## src/rtl/cle_pkg.sv

```systemverilog
// ----------------------------------------------------------------------------
// cle_pkg
// shared types, character codes and the fixed overflow message for the
// console line editor
// ----------------------------------------------------------------------------
package cle_pkg;

    localparam int LINE_LENGTH_DEF = 32;
    localparam int MSG_LEN         = 19;

    localparam logic [7:0] CH_CR    = 8'h0D;
    localparam logic [7:0] CH_LF    = 8'h0A;
    localparam logic [7:0] CH_BS    = 8'h08;
    localparam logic [7:0] CH_DEL   = 8'h7F;
    localparam logic [7:0] CH_SPACE = 8'h20;

    localparam logic DEST_TERM = 1'b0;
    localparam logic DEST_CMD  = 1'b1;

    typedef enum logic {
        S_IDLE,
        S_EMIT
    } t_state;

    typedef enum logic [1:0] {
        M_ECHO,
        M_BS,
        M_ENTER
    } t_mode;

    // "Command too long." CR LF
    function automatic logic [7:0] msg_char(input logic [4:0] idx);
        logic [7:0] c;
        case (idx)
            5'd0:    c = 8'h43;
            5'd1:    c = 8'h6F;
            5'd2:    c = 8'h6D;
            5'd3:    c = 8'h6D;
            5'd4:    c = 8'h61;
            5'd5:    c = 8'h6E;
            5'd6:    c = 8'h64;
            5'd7:    c = 8'h20;
            5'd8:    c = 8'h74;
            5'd9:    c = 8'h6F;
            5'd10:   c = 8'h6F;
            5'd11:   c = 8'h20;
            5'd12:   c = 8'h6C;
            5'd13:   c = 8'h6F;
            5'd14:   c = 8'h6E;
            5'd15:   c = 8'h67;
            5'd16:   c = 8'h2E;
            5'd17:   c = CH_CR;
            5'd18:   c = CH_LF;
            default: c = 8'h00;
        endcase
        return c;
    endfunction

endpackage

```

## src/rtl/console_line_editor_core.sv

```systemverilog
// ----------------------------------------------------------------------------
// console_line_editor_core
// serial console line editor with echo and command line hand-off
// ----------------------------------------------------------------------------
// Takes one received terminal byte per input word and edits a line of up to
// LINE_LENGTH-1 characters. Each output word carries one character with its
// destination (terminal echo or command line) and a flag on the last word
// caused by the input byte. An input byte is taken while the block is idle; if
// it yields words, the block then stalls its input while a small sequencer pushes
// the resulting words through the single output register, one per cycle when the
// output is not stalled: 1 word for a stored byte echo, 3 for a backspace, 2 plus
// the line length (or 21 for an overlong line) for Enter. Line characters are
// read back from the line store through its registered read port, one address
// per cycle when the output is not stalled.
// ----------------------------------------------------------------------------
module console_line_editor_core #(
    parameter int LINE_LENGTH = cle_pkg::LINE_LENGTH_DEF
) (
    input  logic       i_clk,
    input  logic       i_rst_n,
    input  logic       i_in_valid,
    output logic       o_in_stall,
    input  logic [7:0] i_rx_byte,
    output logic       o_out_valid,
    input  logic       i_out_stall,
    output logic [7:0] o_out_byte,
    output logic       o_out_dest,
    output logic       o_run_last
);
    import cle_pkg::*;

    localparam int DEPTH   = LINE_LENGTH - 1;
    localparam int CW      = $clog2(LINE_LENGTH);
    localparam int AW      = (DEPTH > 1) ? $clog2(DEPTH) : 1;
    localparam int MAX_RES = (LINE_LENGTH + 1 > MSG_LEN + 2) ? LINE_LENGTH + 1 : MSG_LEN + 2;
    localparam int PW      = $clog2(MAX_RES + 1);

    logic [7:0] mem [DEPTH];

    t_state       r_state, n_state;
    t_mode        r_mode, n_mode;
    logic [CW-1:0] r_count, n_count;
    logic         r_ovf, n_ovf;
    logic         r_prev_cr, n_prev_cr;
    logic         r_msg_mode, n_msg_mode;
    logic [PW-1:0] r_pos, n_pos;
    logic [PW-1:0] r_total, n_total;
    logic [7:0]   r_echo, n_echo;
    logic [7:0]   r_rd_data;

    logic         r_out_valid;
    logic [7:0]   r_out_byte;
    logic         r_out_dest;
    logic         r_out_last;

    logic         mem_we;
    logic [AW-1:0] mem_waddr;
    logic         out_load;
    logic [7:0]   res_byte;
    logic         res_dest;
    logic         res_last;
    logic [PW-1:0] rd_idx;

    assign o_in_stall  = (r_state != S_IDLE);
    assign o_out_valid = r_out_valid;
    assign o_out_byte  = r_out_byte;
    assign o_out_dest  = r_out_dest;
    assign o_run_last  = r_out_last;

    assign mem_waddr = r_count[AW-1:0];
    assign rd_idx    = n_pos - PW'(2);

    // current result word
    always_comb begin
        res_byte = r_echo;
        res_dest = DEST_TERM;
        case (r_mode)
            M_BS: begin
                res_byte = (r_pos == PW'(1)) ? CH_SPACE : CH_BS;
            end
            M_ENTER: begin
                if (r_pos == PW'(0)) begin
                    res_byte = CH_CR;
                end else if (r_pos == PW'(1)) begin
                    res_byte = CH_LF;
                end else if (r_msg_mode) begin
                    res_byte = msg_char(5'(r_pos - PW'(2)));
                end else begin
                    res_byte = r_rd_data;
                    res_dest = DEST_CMD;
                end
            end
            default: res_byte = r_echo;
        endcase
        res_last = (r_pos == r_total - PW'(1));
    end

    // sequencer
    always_comb begin
        n_state    = r_state;
        n_mode     = r_mode;
        n_count    = r_count;
        n_ovf      = r_ovf;
        n_prev_cr  = r_prev_cr;
        n_msg_mode = r_msg_mode;
        n_pos      = r_pos;
        n_total    = r_total;
        n_echo     = r_echo;
        mem_we     = 1'b0;
        out_load   = 1'b0;
        unique case (r_state)
            S_IDLE: begin
                if (i_in_valid) begin
                    n_pos = '0;
                    if (i_rx_byte == CH_LF && r_prev_cr) begin
                        n_prev_cr = 1'b0;
                    end else begin
                        n_prev_cr = (i_rx_byte == CH_CR);
                        if (i_rx_byte == CH_CR || i_rx_byte == CH_LF) begin
                            n_mode     = M_ENTER;
                            n_msg_mode = r_ovf;
                            n_total    = r_ovf ? PW'(MSG_LEN + 2) : PW'(2) + PW'(r_count);
                            n_count    = '0;
                            n_ovf      = 1'b0;
                            n_state    = S_EMIT;
                        end else if (i_rx_byte == CH_BS || i_rx_byte == CH_DEL) begin
                            if (r_count != '0) begin
                                n_count = r_count - CW'(1);
                                n_mode  = M_BS;
                                n_total = PW'(3);
                                n_state = S_EMIT;
                            end
                        end else if (!r_ovf) begin
                            if (r_count >= CW'(DEPTH)) begin
                                n_ovf = 1'b1;
                            end else begin
                                mem_we  = 1'b1;
                                n_count = r_count + CW'(1);
                                n_echo  = i_rx_byte;
                                n_mode  = M_ECHO;
                                n_total = PW'(1);
                                n_state = S_EMIT;
                            end
                        end
                    end
                end
            end
            S_EMIT: begin
                if (!r_out_valid || !i_out_stall) begin
                    out_load = 1'b1;
                    n_pos    = r_pos + PW'(1);
                    if (res_last) begin
                        n_state = S_IDLE;
                    end
                end
            end
            default: n_state = S_IDLE;
        endcase
    end

    always_ff @(posedge i_clk) begin
        if (!i_rst_n) begin
            r_state   <= S_IDLE;
            r_count   <= '0;
            r_ovf     <= 1'b0;
            r_prev_cr <= 1'b0;
            r_pos     <= '0;
        end else begin
            r_state   <= n_state;
            r_count   <= n_count;
            r_ovf     <= n_ovf;
            r_prev_cr <= n_prev_cr;
            r_pos     <= n_pos;
        end
    end

    always_ff @(posedge i_clk) begin
        r_mode     <= n_mode;
        r_msg_mode <= n_msg_mode;
        r_total    <= n_total;
        r_echo     <= n_echo;
    end

    // line store
    always_ff @(posedge i_clk) begin
        if (mem_we) begin
            mem[mem_waddr] <= i_rx_byte;
        end
        r_rd_data <= mem[rd_idx[AW-1:0]];
    end

    // output word register
    always_ff @(posedge i_clk) begin
        if (!i_rst_n) begin
            r_out_valid <= 1'b0;
        end else if (out_load) begin
            r_out_valid <= 1'b1;
        end else if (!i_out_stall) begin
            r_out_valid <= 1'b0;
        end
    end

    always_ff @(posedge i_clk) begin
        if (out_load) begin
            r_out_byte <= res_byte;
            r_out_dest <= res_dest;
            r_out_last <= res_last;
        end
    end

endmodule
```

## config.mk

```make
export PLATFORM = sky130hd
export DESIGN_NAME = console_line_editor_core
export DESIGN_NICKNAME = d
export VERILOG_FILES = /design/src/rtl/cle_pkg.sv /design/src/rtl/console_line_editor_core.sv
export SDC_FILE = /design/constraint.sdc
export NUM_CORES = 1
export LEC_CHECK = 0
export CORE_UTILIZATION = 45
export DETAILED_ROUTE_END_ITERATION = 16
export DONT_BUFFER_PORTS = 1
export GPL_TIMING_DRIVEN = 0
export PLACE_DENSITY_LB_ADDON = 0.3
export SLEW_MARGIN = 25
export SYNTH_ARGS = -nofsm -noshare
export SYNTH_HDL_FRONTEND = slang
export SYNTH_SLANG_ARGS = --single-unit
```

## constraint.sdc

```tcl
create_clock -name i_clk -period 5.61 [get_ports i_clk]
set_clock_uncertainty 0.1 [all_clocks]
set_input_delay 0.561 -clock i_clk [delete_from_list [all_inputs] [get_ports i_clk]]
set_output_delay 0.561 -clock i_clk [all_outputs]
set_load 0.005 [all_outputs]
```

[Word-level counts from Yosys, hierarchy flattened]
Memory sizes are Yosys's and may differ from the RTL's. A register that Yosys moved wholly into a read port is not among the register bits.
Cells that the tools add are included.
Word-level totals
  register bits: 42
  memories: 2
  logic and storage cells: 107
  bits of input ports: 12
  output and inout port bits: 12
  memory bits (read-only): 224
  RAM bits: 248
Cells by class
  multiplexer cells: 50
  eq/ne operators: 13
  reductions and logical operators: 14
  order comparisons: 1
  add/subtract/negate cells: 7
  bitwise gates (word level): 7
Memory list
  mem: words 31, width 8, rd ports 1, clocked after memory_dff 1, wr ports 1, line console_line_editor_core.sv:38  | logic [7:0] mem [DEPTH];
  (name not given): words 32, width 7, rd ports 1, clocked after memory_dff 0, wr ports 0, line cle_pkg.sv:34  | case (idx)
Operator list (count)
  $mux 6: 9
  $mux 1: 26
  $mux 5: 5
  $eq 8x4->1 const B: 3
  $mux 8: 3
  $pmux 8 s2: 1
  $pmux 6 s2: 1
  $sub 5x2->5 const B: 2
  $eq 8x7->1 const B: 1
  $mux 2: 4
  $reduce_and 4->1: 2
  $not 1->1: 7
  $reduce_and 7->1: 1
  $add 2x5->6 const A: 1
  $add 6x1->6 const B: 1
  $eq 6x1->1 const B: 1
  $eq 6x6->1: 1
  $logic_not 6->1: 1
  $reduce_and 6->1: 1
  $sub 6x1->6 const B: 1
  $add 5x1->5 const B: 1
  $ge 5x5->1 const B: 1
  $reduce_bool 5->1: 1
  $sub 5x1->5 const B: 1
  other kinds (13): 16

[Longest topological paths before layout]
Gate-level depths: netlist of run 1.
  depth after elaboration: 10
  depth in mapped cells: 16
  depth with buffers taken out: 11

[Worst setup path after synthesis of run 1]
Ideal clock, no wire load.
  path kind: reg2reg
  start point: reg r_pos[1]
  end point: reg r_rd_data[5] (read register of mem)
  data required time: 5.374 ns
  slack: 1.953 ns
  path buffers: 5
  cell stages (with the launch flop): 16
  arrival time: 3.422 ns
  library setup time: 0.136 ns
  clock period less this slack: 3.657 ns
  cell sequence: dfxtp_1 -> clkbuf_1 -> inv_1 -> ha_1 -> nand3_1 -> nand3_1 -> inv_1 -> clkbuf_1 -> clkbuf_1 -> ha_1 -> clkbuf_1 -> clkbuf_1 -> mux4_2 -> mux2_2 -> nand2_1 -> o2111ai_1
On the way
  longest elaborated chain between the ends: 4
  elaborated cells between the ends (all ways): 5
  those cells by class: 2 x add/sub; 3 x mux
Ends and longest elaborated chain
  start, declared: line console_line_editor_core.sv:46  | logic [PW-1:0] r_pos, n_pos;
  start signal, assigned: line console_line_editor_core.sv:173  | r_pos <= n_pos;
  $add 6x1->6: line console_line_editor_core.sv:151  | n_pos = r_pos + PW'(1);
  $mux 6: line console_line_editor_core.sv:149  | if (!r_out_valid || !i_out_stall) begin
  $pmux 6 s2 (*): line console_line_editor_core.sv:111  | unique case (r_state)
  $sub 5x2->5 (*): line console_line_editor_core.sv:71  | assign rd_idx = n_pos - PW'(2);
  end, declared: line console_line_editor_core.sv:49  | logic [7:0] r_rd_data;
Mark *: on every way between the ends. The rest lies on a longest branch, timed or not.
A chain may end at the register's enable or synchronous reset.

[Worst setup path in the final report of run 1]
  start point: reg r_pos[1]
  end point: reg r_rd_data[2] (read register of mem)
The elaborated chain is that of the path after synthesis.

==> results of run 1 <==
[cell families (layout without fill, tap and decap cells)]
group / count (synthesis) / after routing / share of synthesized area (%)
compound gates: 107 / 107 / 5.66
xor+xnor: 19 / 19 / 1.32
fa+ha+maj: 19 / 19 / 1.94
buf+inv: 56 / 133 / 2.41
flops: 298 / 298 / 69.1
mux: 118 / 118 / 13.2
simple gates: 171 / 171 / 6.43
[metal layers]
layer	vias to the layer above	wire (microns)	GRT usage, %
met5	-	0	0
met4	0	763	5.68
met3	45	1980	2.85
met2	265	13200	32.1
met1	3455	12600	29.0
li1	3185	-	-
[registers in the layout, summed over array words and instances, names as in the netlist, 2 cells and up]
register	flops
o_out_byte	8
mem_waddr	5
r_pos	6
r_rd_data	8
mem	248
r_echo	8
r_mode	2
r_total	6
[cells in the mapped netlist (3+ instances only)]
cell | instances | area share, %
buf_6 | 6 | 0.54
nor3b_1 | 5 | 0.30
inv_1 | 17 | 0.51
clkbuf_1 | 23 | 0.68
a21oi_1 | 25 | 0.99
nand3_1 | 19 | 0.75
buf_4 | 3 | 0.18
nand2b_1 | 5 | 0.25
and2_1 | 5 | 0.25
buf_2 | 3 | 0.12
ha_1 | 18 | 1.8
dfxtp_1 | 23 | 3.6
a31oi_1 | 4 | 0.20
nor3_1 | 6 | 0.24
or3_1 | 7 | 0.35
a22oi_1 | 3 | 0.18
a22o_1 | 8 | 0.55
a211oi_1 | 10 | 0.59
buf_8 | 3 | 0.36
xor2_1 | 6 | 0.42
nand4_1 | 5 | 0.25
nand2_1 | 44 | 1.3
xnor2_1 | 13 | 0.90
a21o_1 | 4 | 0.24
edfxtp_1 | 275 | 65
and3_1 | 3 | 0.15
a311oi_1 | 8 | 0.55
mux4_2 | 38 | 6.8
mux2_2 | 3 | 0.27
mux2i_1 | 76 | 6.0
o21ai_0 | 24 | 0.95
o31ai_1 | 3 | 0.18
nor2_1 | 59 | 1.8
[critical path: cells and delay by family (launching register included)]
family	cells	cell delay [ps]
buffers and inverters	7	2290
AOI/OAI and AO/OA	2	650
adders and majority gates	2	550
DFF	1	500
and+or+nand+nor	2	500
muxes	1	400
[cells in the final DEF (no fill, tap or decap), types with 4 or more instances in the layout]
cell type,instances
edfxtp_1,275
nor3_1,6
nand2b_1,5
and2_1,5
dfxtp_1,23
nor3b_1,5
xnor2_1,13
clkbuf_1,32
a22o_1,8
ha_1,18
dlygate4sd3_1,22
inv_1,17
nor2_1,59
a21o_1,4
clkbuf_16,31
buf_2,4
buf_6,6
a21oi_1,24
xor2_1,6
or3_1,7
a31oi_1,4
clkinv_2,6
nand4_1,5
bufinv_16,4
mux4_2,38
mux2i_1,76
a311oi_1,8
nand3_1,19
o21ai_0,24
a211oi_1,10
nand2_1,44
[per-stage QoR]
step                      area, sq um  std cells
after CTS                       14200       1226
after detailed placement        13100       1160
after global placement          13100       1160
after global routing            14300       1237
after floorplan                 12600        788
final                           14300       1237
[final cells by class]
cell class | instances | area, sq um
Sequential cell | 298 | 8720
Clock inverter | 13 | 165
Tap cell | 372 | 465
Timing Repair Buffer | 23 | 225
Inverter | 18 | 67.6
Multi-Input combinational cell | 434 | 3620
Clock buffer | 41 | 813
Buffer | 38 | 238
Fill cell | 2246 | 12900
[report_power, final]
group / leakage (nW) / internal [mW] / switching (mW) / total, mW
sequential: 2.68 / 2.46 / 0.0179 / 2.48
clock: 0.477 / 1.19 / 0.805 / 2.00
combinational: 1.84 / 0.164 / 0.225 / 0.388
[what timing repair did]
action | 4_1_cts | 5_1_grt
endpoints found under the setup margin | 0 | 6
resized for setup | 0 | 3
hold buffers | 12 | 11
buffers inserted | 0 | 0
endpoints found under the hold margin | 113 | 37
[path summary, 6_finish.rpt]
kind	startpoint	end	depth (start not counted)
min	i_rx_byte[6]	mem[10][6]$_DFFE_PP_	0
max	r_pos[1]$_SDFF_PN0_	r_rd_data[2]$_DFF_P_	14
min reg2reg	r_ovf$_SDFFE_PN0P_	r_msg_mode$_DFFE_PP_	0
max reg2reg	r_pos[1]$_SDFF_PN0_	r_rd_data[2]$_DFF_P_	14
==> run summary, run 1 <==
Grt ovf: 0
Num ports: 24
Dpl ws: 212 ps
First DRT Iteration DRCs: 794
Antenna Cells: 0
HP Class: input port to flop
Crit path DAT: 5470 ps
Synth cell types: 58
Routability cong.: 0.895
Root buffer cell: clkbuf_16
Worst setup SP type: flop
Final setup margin: 454 ps
Vias in the first global route: 6743
Worst hold margin: 19.7 ps
Final setup vio count: 0
Max_cap viols: 0
DR vias/cell: 5.62
Worst Path Required: 5930 ps
Syn avg cell area: 16.0 sq um
Later-pin clock latency in the skew report: 550 ps
Row cnt: 60
Vias: 6950
Final slew viol count: 0
Routed WL: 28600 microns
Initial Util: 46.3%
Die Wd: 170 microns
Layout cells sized above 1: 12.7%
First-pass GRT wire length: 42500 microns
Area Overhead vs Synth: 13.3%
Tcrit/Tclk final: 91.9%
Fin. Hold Viols: 0
CTS clock-pin slew for the worst setup and hold paths: 60 ps
Fin nets: 874
Max Clock Freq: 194 MHz
TritonRoute pass-1 iters: 5
Slew Limit Headroom: 32.0%
Critical path fanouts, max: 10
Num CTS Buffers: 30
Antenna violations before repair: 1
Pin count of the biggest net entering global routing: 25
Post-synth EDFFs: 275
H-tree levels: 1
Fin util: 52.5%
Dpl hpwl: 17300 microns
CTS tree: done
Total Routing Usage GR: 20.1%
Pwr/cell area: 340 mW/mm^2
Outcome: complete, no violations
Clock buffer depth: 3
FFs w/ async S/R, synth: 0%
Cells after synthesis: 788
Minimum clock period: 5160 ps
Crit Path Class: flop to flop
Most used DFF post-synth: edfxtp_1
Most used cell along the critical path: clkbuf_1
Sequential share of the synthesized area: 69.1%
Final Power: 4.87 mW
Port bufs: 0
Synthesized area: 0.0126 sq mm
Ys Warns: 0
Crit path cell chain: clkbuf_1 -> inv_1 -> ha_1 -> nand3_1 -> nand3_1 -> inv_1 -> clkbuf_1 -> clkbuf_1 -> ha_1 -> clkbuf_1 -> clkbuf_1 -> mux4_2 -> a22o_1 -> a311oi_1
Remaining antenna violation count after routing: 0
Maximum vdd drop: 234 uV
Post-Syn Nets: 819
Worst slew pin tran: 1020 ps
Unrepaired setup endpoints after global routing: no
Flop-to-flop setup slack: 450 ps
CP max stage delay: 580 ps
Chip Height: 170 microns
Die Area: 0.0287 sq mm
Drt drc: 0
Core area: 0.0273 sq mm
Kind of end point of the critical path: flop
Yosys reg bits: 298
Lkg Pwr: 5.00 nW
Average wire per standard cell: 23.1 microns
Sink Count: 298
Total negative slack: 0 ps
Slowest cell on crit path: clkbuf_1
(Power assumes the default switching activity.)
==> run 2, diff against run 1 <==
==> constraint.sdc (replaced) <==
create_clock -name i_clk -period 6.3 [get_ports i_clk]
set_clock_uncertainty 0.1 [all_clocks]
set_input_delay 0.63 -clock i_clk [delete_from_list [all_inputs] [get_ports i_clk]]
set_output_delay 0.63 -clock i_clk [all_outputs]
set_load 0.005 [all_outputs]
==> run 2 against run 1 <==
Sequential power is 11% lower. Highest routed layer unchanged. Count of clock-buffer cells in the layout stayed put. Combinational power is 20% lower. Flip-flop and latch count stayed put. Largest cell class unchanged. Global-route usage is 0.98 points lower. Critical path type unchanged. Die area stayed put. Setup slack better by 440 ps.
==> run summary, run 2 (synthesis gave the netlist of run 1 again) <==
Total Routing Usage GR: 19.2%
Met2 Usage GRT: 29.6%
Antenna violations before repair: 0
Outcome: complete, no violations
Worst slew pin tran: 956 ps
First-pass GRT wire length: 40900 microns
CP delay by family, top: buffers and inverters
Minimum clock period: 5400 ps
Fin. Hold Viols: 0
Average wire per standard cell: 21.9 microns
Min-delay src: i_rx_byte[5]
Worst path bufs/invs: 7
Most common cell after layout, fill and taps aside: edfxtp_1
Vias: 6787
Met1 Track Usage GR: 28.3%
Worst r2r dst: r_rd_data[7]$_DFF_P_
HP Class: input port to flop
Num ports: 24
Later-pin clock latency in the skew report: 550 ps
Most used cell along the critical path: clkbuf_1
Tcrit/Tclk final: 85.7%
Max_cap viols: 0
Placed Instances: 1160
Kind of end point of the critical path: flop
Worst Path Required: 6600 ps
Lkg Pwr: 4.90 nW
Layout cells sized above 1: 12.8%
Most frequent cells in the layout: 275 x edfxtp_1, 76 x mux2i_1, 59 x nor2_1, 44 x nand2_1, 38 x mux4_2
Grt ovf: 0
Worst setup SP type: flop
Final slew viol count: 0
Busiest grt layer: met2
Port bufs: 0
Total negative slack: 0 ps
Most flop-heavy register: mem
Flop-to-flop setup slack: 900 ps
Crit path cell chain: clkbuf_1 -> inv_1 -> ha_1 -> nand3_1 -> nand3_1 -> inv_1 -> clkbuf_1 -> clkbuf_1 -> ha_1 -> clkbuf_1 -> clkbuf_1 -> mux4_2 -> a22o_1 -> a311oi_1
Hold Crit Depth: 0
Vias in the first global route: 6605
CP max stage delay: 680 ps
Remaining antenna violation count after routing: 0
CTS clock-pin slew for the worst setup and hold paths: 60 ps
Sink Count: 298
Routability cong.: 0.895
Depth of the worst register-to-register path: 14
First DRT Iteration DRCs: 688
Fin nets: 851
FF-to-FF Start: r_pos[1]$_SDFF_PN0_
Clock buffer depth: 3
Unrepaired setup endpoints after global routing: no
Initial Util: 46.3%
DR vias/cell: 5.59
Pwr/cell area: 305 mW/mm^2
Max FFs per register: 248
Antenna Cells: 0
Chip Height: 170 microns
Drt drc: 0
H-tree levels: 1
Worst Hold End: mem[28][5]$_DFFE_PP_
Row cnt: 60
Dpl hpwl: 17300 microns
Num CTS Buffers: 30
Post-CTS resize count: 0
Root buffer cell: clkbuf_16
Final setup vio count: 0
Crit path DAT: 5700 ps
M3 GR Usage: 2.80%
TritonRoute pass-1 iters: 5
Routed WL: 26600 microns
Area Overhead vs Synth: 11.5%
Max Clock Freq: 185 MHz
Pin count of the biggest net entering global routing: 37
Die Wd: 170 microns
Maximum vdd drop: 208 uV
Die Area: 0.0287 sq mm
Crit Path Class: flop to flop
Core area: 0.0273 sq mm
Hold buffers post-CTS: 0
Slew Limit Headroom: 36.0%
Critical path fanouts, max: 10
Post-CTS Setup Inserts: 0
Non-Filler Instances: 1214
Slowest cell on crit path: clkbuf_1
CTS tree: done
-- run 2: cell types whose count changed in the layout (fill, tap and decap cells not counted) --
cell | before | now
buf_2 | 4 | 3
clkbuf_1 | 32 | 33
clkbuf_2 | 1 | 0
dlygate4sd3_1 | 22 | 0
-- run 2: worst max path at each step --
stage                              from                   end  slack, ps  cells past startpoint
floorplan           r_pos[1]$_SDFF_PN0_  r_rd_data[5]$_DFF_P_       2640                     15
global placement    r_pos[1]$_SDFF_PN0_  r_rd_data[7]$_DFF_P_        920                     14
detailed placement  r_pos[1]$_SDFF_PN0_  r_rd_data[7]$_DFF_P_        900                     14
CTS                 r_pos[1]$_SDFF_PN0_  r_rd_data[7]$_DFF_P_        900                     14
global route        r_pos[1]$_SDFF_PN0_  r_rd_data[7]$_DFF_P_        520                     14
finish              r_pos[1]$_SDFF_PN0_  r_rd_data[7]$_DFF_P_        900                     14
-- run 2: worst register-to-register path: cells and delay by family (launching register included) --
kind,cells,cell delay (ps)
multiplexers,1,470
buffers and inverters,7,2390
AND/OR/NAND/NOR,2,510
AO/OA/AOI/OAI,2,730
flip-flops,1,500
adder cells (fa/ha/maj),2,550
-- run 2: final cells by class --
| cell class | count | area [sq um] |
|---|---|---|
| tap | 372 | 465 |
| clock inverter | 13 | 165 |
| multi-input combinational | 434 | 3620 |
| clock buffer | 41 | 813 |
| fill | 2257 | 13200 |
| sequential | 298 | 8720 |
| inverter | 18 | 67.6 |
| buffer | 38 | 236 |
-- run 2: stage by stage --
stage	power (mW)	utilization, %	area [sq um]	worst slack (ps)	hold slack (ps)
2_1_floorplan	2.48	-	12600	2640	306
3_3_place_gp	2.56	48.0	13100	919	310
3_5_place_dp	2.56	48.1	13100	902	321
4_1_cts	4.32	51.7	14100	897	59.0
5_1_grt	4.41	51.7	14100	524	58.9
6_report	4.29	51.7	14100	899	69.2
-- run 2: where the power goes --
part	internal, mW	switching (mW)	total [mW]
Clock	1.06	0.711	1.77
Sequential	2.19	0.0160	2.21
Combinational	0.136	0.175	0.311
-- run 2: per-layer routing --
layer  wire length (microns)  up-vias
met5                       0        -
met4                     587        0
met3                    1680       40
met2                   12200      244
met1                   12200     3369
li1                        -     3134
